File: src/recurrence_byte_checksum_assert.svh
`ifndef RECURRENCE_BYTE_CHECKSUM_ASSERT_SVH
`define RECURRENCE_BYTE_CHECKSUM_ASSERT_SVH

// same-cycle implication, checked outside reset
`define RBC_ASSERT_NOW(label, clk, rst, ante, cons) \
  label: assert property (@(posedge clk) disable iff (rst) (ante) |-> (cons)) \
    else $error("checksum assertion failed");

// next-cycle implication, checked outside reset
`define RBC_ASSERT_NEXT(label, clk, rst, ante, cons) \
  label: assert property (@(posedge clk) disable iff (rst) (ante) |=> (cons)) \
    else $error("checksum assertion failed");

`endif

File: src/rbc_pkg.sv
package rbc_pkg;

  localparam logic [15:0] CK_MOD       = 16'hFFFF;
  localparam logic [7:0]  CK_ALPHA_INC = 8'd17;
  localparam logic [7:0]  CK_BETA_INC  = 8'd31;
  localparam logic [15:0] CK_FIRST_ADD = 16'd7;

  typedef logic [7:0]  byte_t;
  typedef logic [15:0] term_t;
  typedef logic [24:0] prod_t;

  // x mod 65535 for a 25-bit value: 2^16 is 1 mod 65535, so fold the top bits onto the low half
  function automatic term_t fold_mod(input prod_t x);
    logic [16:0] s;
    s = {8'b0, x[24:16]} + {1'b0, x[15:0]};
    if (s >= {1'b0, CK_MOD}) begin
      s = s - {1'b0, CK_MOD};
    end
    return s[15:0];
  endfunction

endpackage

File: src/rbc_msg_if.sv
interface rbc_msg_if import rbc_pkg::*; ();
  logic  valid;
  logic  ready;
  byte_t data_byte;
  logic  last_byte;

  modport source (output valid, output data_byte, output last_byte, input ready);
  modport sink   (input valid, input data_byte, input last_byte, output ready);
endinterface

File: src/rbc_sum_if.sv
interface rbc_sum_if import rbc_pkg::*; ();
  logic  valid;
  logic  ready;
  term_t checksum;

  modport source (output valid, output checksum, input ready);
  modport sink   (input valid, input checksum, output ready);
endinterface

File: src/recurrence_byte_checksum.sv
// channel | dir | payload                          | handshake
// msg     | in  | data_byte[7:0], last_byte        | valid/ready
// sum     | out | checksum[15:0], one per message  | valid/ready
//
// one byte per cycle sustained unless a last byte is held back; the term recurrence is combinational
// (two small multiplies and a mod-65535 fold from the input register)
// checksum is registered into the output register when the last byte leaves the input register
// a message's last byte waits in the input register while a checksum is still unread
// rst is synchronous; afterwards the next byte opens a new message
module recurrence_byte_checksum import rbc_pkg::*; (
  input  logic  clk,
  input  logic  rst,
  rbc_msg_if.sink   msg,
  rbc_sum_if.source sum
);

`include "recurrence_byte_checksum_assert.svh"

  // input register
  logic  in_valid;
  byte_t in_byte;
  logic  in_last;
  logic  in_adv;

  // recurrence state
  term_t prior_term;
  term_t current_term;
  byte_t alpha_step;
  byte_t beta_step;
  logic  at_start;

  // output register
  logic  out_valid;
  term_t out_sum;

  logic [8:0]  mul;
  prod_t       pos;
  prod_t       neg;
  logic [25:0] diff;
  prod_t       mag;
  term_t       m;
  term_t       step_term;
  term_t       term_next;

  // the last word of a message can only move on if the result slot frees
  assign in_adv    = in_valid && (!in_last || !out_valid || sum.ready);
  assign msg.ready = !in_valid || in_adv;

  assign sum.valid    = out_valid;
  assign sum.checksum = out_sum;

  always_comb begin
    mul  = {1'b0, in_byte} + {1'b0, alpha_step};
    pos  = {16'b0, mul} * {9'b0, current_term};
    neg  = {17'b0, beta_step} * {9'b0, prior_term};
    diff = {1'b0, pos} - {1'b0, neg};
    mag  = 25'(({1'b0, neg} - {1'b0, pos}));
    m    = fold_mod(mag);
    if (!diff[25]) begin
      step_term = fold_mod(diff[24:0]);
    end else if (m == 16'd0) begin
      step_term = 16'd1;
    end else if (m == 16'd1) begin
      step_term = 16'd0;
    end else begin
      // wrapped difference lands on 65536 - m
      step_term = 16'(17'h10000 - {1'b0, m});
    end
    term_next = at_start ? ({8'b0, in_byte} + CK_FIRST_ADD) : step_term;
  end

  always_ff @(posedge clk) begin
    if (rst) begin
      in_valid <= 1'b0;
    end else if (msg.ready) begin
      in_valid <= msg.valid;
    end
    if (msg.ready && msg.valid) begin
      in_byte <= msg.data_byte;
      in_last <= msg.last_byte;
    end
  end

  always_ff @(posedge clk) begin
    if (rst) begin
      prior_term   <= 16'd1;
      current_term <= 16'd1;
      alpha_step   <= 8'd0;
      beta_step    <= 8'd0;
      at_start     <= 1'b1;
    end else if (in_adv) begin
      prior_term   <= at_start ? 16'd1 : current_term;
      current_term <= term_next;
      alpha_step   <= at_start ? CK_ALPHA_INC : alpha_step + CK_ALPHA_INC;
      beta_step    <= at_start ? CK_BETA_INC : beta_step + CK_BETA_INC;
      at_start     <= in_last;
    end
  end

  always_ff @(posedge clk) begin
    if (rst) begin
      out_valid <= 1'b0;
    end else if (in_adv && in_last) begin
      out_valid <= 1'b1;
    end else if (sum.ready) begin
      out_valid <= 1'b0;
    end
    if (in_adv && in_last) begin
      out_sum <= term_next;
    end
  end

  `RBC_ASSERT_NEXT(a_restart_after_last, clk, rst, in_adv && in_last, at_start)
  `RBC_ASSERT_NEXT(a_first_word_seeds, clk, rst, in_adv && at_start,
                   prior_term == 16'd1 && alpha_step == CK_ALPHA_INC
                   && beta_step == CK_BETA_INC)
  `RBC_ASSERT_NOW(a_sum_in_range, clk, rst, out_valid, out_sum != CK_MOD)
  `RBC_ASSERT_NEXT(a_sum_not_overwritten, clk, rst, out_valid && !sum.ready,
                   out_valid && $stable(out_sum))
  `RBC_ASSERT_NEXT(a_held_word_kept, clk, rst, in_valid && !in_adv,
                   in_valid && $stable(in_byte) && $stable(in_last))

endmodule
File: src/flat_wrapper.sv
// flat-port wrapper written by rule: the top's interface ports become plain ports
module recurrence_byte_checksum_flat import rbc_pkg::*;
  (clk, rst, msg_valid, msg_data_byte, msg_last_byte, msg_ready, sum_valid, sum_checksum, sum_ready);
  rbc_msg_if msg_i ();
  rbc_sum_if sum_i ();
  input  logic clk;
  input  logic rst;
  input wire logic [$bits(msg_i.valid)-1:0] msg_valid;
  input wire logic [$bits(msg_i.data_byte)-1:0] msg_data_byte;
  input wire logic [$bits(msg_i.last_byte)-1:0] msg_last_byte;
  output wire logic [$bits(msg_i.ready)-1:0] msg_ready;
  output wire logic [$bits(sum_i.valid)-1:0] sum_valid;
  output wire logic [$bits(sum_i.checksum)-1:0] sum_checksum;
  input wire logic [$bits(sum_i.ready)-1:0] sum_ready;
  assign msg_i.valid = msg_valid;
  assign msg_i.data_byte = msg_data_byte;
  assign msg_i.last_byte = msg_last_byte;
  assign msg_ready = msg_i.ready;
  assign sum_valid = sum_i.valid;
  assign sum_checksum = sum_i.checksum;
  assign sum_i.ready = sum_ready;
  recurrence_byte_checksum u_core (.clk(clk), .rst(rst), .msg(msg_i), .sum(sum_i));
endmodule
File: config.mk
export PLATFORM = sky130hd
export DESIGN_NAME = recurrence_byte_checksum_flat
export DESIGN_NICKNAME = d
export VERILOG_FILES = /design/src/rbc_pkg.sv /design/src/rbc_msg_if.sv /design/src/rbc_sum_if.sv /design/src/recurrence_byte_checksum.sv /design/src/flat_wrapper.sv
export VERILOG_INCLUDE_DIRS = /design/src /design/src/src
export SDC_FILE = /design/constraint.sdc
export NUM_CORES = 1
export LEC_CHECK = 0
export BUFFER_PORTS_ARGS = -buffer_cell sky130_fd_sc_hd__buf_2
export CAP_MARGIN = 15
export CORE_ASPECT_RATIO = 0.5
export CORE_MARGIN = 10
export CORE_UTILIZATION = 55
export DETAILED_ROUTE_END_ITERATION = 16
export GPL_ROUTABILITY_DRIVEN = 0
export GPL_TIMING_DRIVEN = 0
export PLACE_DENSITY_LB_ADDON = 0.12
export SYNTH_ARGS = -nofsm -noshare
export SYNTH_HDL_FRONTEND = slang
export SYNTH_SLANG_ARGS = --single-unit
File: constraint.sdc
create_clock -name clk -period 13.8 [get_ports clk]
set_clock_uncertainty 0.2 [all_clocks]
set_input_delay 2.76 -clock clk [delete_from_list [all_inputs] [get_ports clk]]
set_output_delay 2.76 -clock clk [all_outputs]
set_load 0.1 [all_outputs]
==> results.toml <==
[cells_and_area]
diodes = 0
fill_cells = 2838
drive_gt1_frac = 0.0659
fin_area_um2 = 18000
nets = 2494
regArea_um2 = 1770
area.growth.synth_to_final_pct = 6.94
multi_input_area_um2 = 13600

[setup_path]
r2r_slack_ns = 0.54
slowest_delay_ns = 0.55
end_kind = "register"
r2r_end = "u_core.sum.checksum[13]"
critPathKind = "reg2reg"
r2r_start = "u_core.in_byte[0]"
arrival_ns = 13.14
crit_slowest_cell = "fa_1"
r2r_cells = 53
cp.required_ns = 13.69
startpoint_type = "register"
worst-path-max-fanout = 10

[place]
hpwl_um = 39600
dpl_cell_area_um2 = 17400
numPortBuffers = 30

[route]
drtAntennaViolNets = 0
wire_per_inst_um = 19.2
first_pass_iters = 5
via_count = 14600
remaining_drc_errors = 0
first_iter_violations = 1442
drt-total-wl_um = 48400
vias_per_cell = 5.77

[hold_path]
hp-class = "reg2reg"
worst_hold_path.endpoint = "u_core.current_term[8]"
holdPathStages = 2
holdCritStartpoint = "u_core.current_term[8]"

[grt]
grt_pass1_wl_um = 76200
overflow = 0
grt_pass1_vias = 14000
grt_max_degree = 19
antenna_found_initial = 0
grtUsageTotal = 0.255

[clocking]
postCtsHoldBufs = 0
clk_transition_reported_paths_ns = 0.07
clockBufferDepth = 2
clock_latency_ns = 0.36
cts_tree = "built"
cts_root_buffer = "clkbuf_16"
cts_sinks = 76
htree_levels = 3
cts_made_buffers = 9

[synthesis]
synth_warnings = 0
synth_edf_count = 25
avgSynthCellArea_um2 = 8.09
synth_top_area_share = 0.224
syn_area_um2 = 16800
synthDistinctLibCells = 92
async_flop_share = 0
yosysTopAreaCell = "fa_1"
synth_commonest_cells = "inv_1 (306), nand2_1 (240), fa_1 (188), ha_1 (173), and2_1 (144)"
ys_ff_latch = 76
yosys-top-cells-area = "fa_1 (22%), ha_1 (13%), inv_1 (6.8%), dfxtp_1 (6.1%), xnor2_1 (5.5%)"
synth_seq_area_share = 0.105
ys.flop_type = "dfxtp_1"
synth_most_common_cell = "inv_1"
syn_nets = 2450
syn-instance-count = 2076

[run]
max_cap_viol_count = 0

[floorplanning]
io_pins = 31
num_rows = 45
start_util = 0.556
dieArea_um2 = 38300
die_width_um = 267
dieHeight_um = 144
core_um2 = 30200

[timing]
finalHoldViolations = 0
fin_crit_sh = 0.961
setup_viol = 0
max_slew_margin = 0.179
setup_tns_ns = 0
worst_pin_slew_ns = 1.22
fmax_mhz = 75.4
maxSlewViolCount = 0
period_needed_ns = 13.26

[run_status]
status = "finished clean"
-- final cells by class --
class | instances | area share
multi-input combinational | 1594 | 0.759
clock buffer | 11 | 0.0141
tap | 399 | 0.0278
clock inverter | 5 | 0.00195
buffer | 99 | 0.0245
sequential | 76 | 0.0988
inverter | 306 | 0.0640
timing repair buffer | 34 | 0.0100
-- registers in the layout, indices dropped and copies added (netlist names) --
signal,flops
u_core.at_start,1
u_core.in_byte,8
u_core.beta_step,8
u_core.alpha_step,8
u_core.sum.valid,1
u_core.in_last,1
u_core.sum.checksum,16
u_core.current_term,16
u_core.prior_term,16
u_core.in_valid,1
-- cell usage in the layout, fill, tap and decap left out, types with 12 or more instances in the layout --
master	count
and2_1	144
edfxtp_1	25
clkbuf_1	74
xnor2_1	100
nor2b_1	12
fa_1	188
o21ai_0	57
a21o_1	33
a21oi_1	118
nand2b_1	20
o21a_1	15
nand4_1	18
a211oi_1	21
ha_1	173
xor2_1	45
and3_1	20
nor3_1	37
nand2_1	240
nand3_1	45
dfxtp_1	49
inv_1	306
o21bai_1	25
buf_2	36
nor2_1	96
-- worst max path at each step --
stage | depth (start not counted) | to | from
2_1_floorplan | 53 | u_core.sum.checksum[13] | u_core.alpha_step[0]
3_3_place_gp | 53 | u_core.sum.checksum[13] | u_core.alpha_step[1]
3_5_place_dp | 53 | u_core.sum.checksum[13] | u_core.alpha_step[1]
4_1_cts | 54 | u_core.sum.checksum[13] | u_core.in_byte[0]
5_1_grt | 53 | u_core.sum.checksum[13] | u_core.alpha_step[1]
6_report | 53 | u_core.sum.checksum[13] | u_core.in_byte[0]
-- critical path, delay by kind of cell, from the launching register on --
kind | cells | cell delay (ns)
AOI/OAI and AO/OA | 26 | 5.21
xor gates and xnor gates | 3 | 0.87
adders and majority gates | 9 | 3.65
buffers and inverters | 7 | 0.88
DFF | 1 | 0.39
and+or+nand+nor | 8 | 1.74
-- what timing repair did --
item / 4_1_cts / 5_1_grt
resized for setup: 10 / 46
pin swaps: 1 / 6
buffers inserted: 1 / 3
setup endpoints to repair: 15 / 32
-- through the flow --
stage	hold slack (ns)	std cells	util	setup WS, ns
after global routing	0.341	2524	0.595	-0.0903
final	0.318	2524	0.595	0.543
after global placement	0.294	2505	0.578	-0.353
after detailed placement	0.300	2505	0.578	-0.442
after floorplan	0.237	2076	-	1.94
after CTS	0.310	2522	0.589	0.00391
-- logic make-up (layout without fill, tap and decap cells) --
| family | count (synthesis) | count (layout) | share of synthesized area |
|---|---|---|---|
| muxes | 7 | 7 | 0.00432 |
| buffers and inverters | 406 | 455 | 0.0939 |
| xor gates and xnor gates | 155 | 155 | 0.0824 |
| and+or+nand+nor | 677 | 677 | 0.202 |
| adders and majority gates | 361 | 361 | 0.353 |
| AOI/OAI and AO/OA | 394 | 394 | 0.159 |
| DFF | 76 | 76 | 0.105 |
-- layer usage --
metal	vias up	GRT usage	routed length, um
li1	6889	-	-
met1	7063	0.368	22500
met2	558	0.375	20000
met3	44	0.0694	5270
met4	0	0.0437	642
met5	-	0	0
Power is not shown: default switching activity piles up to over one toggle a cycle in this logic, so the estimate is an artifact.
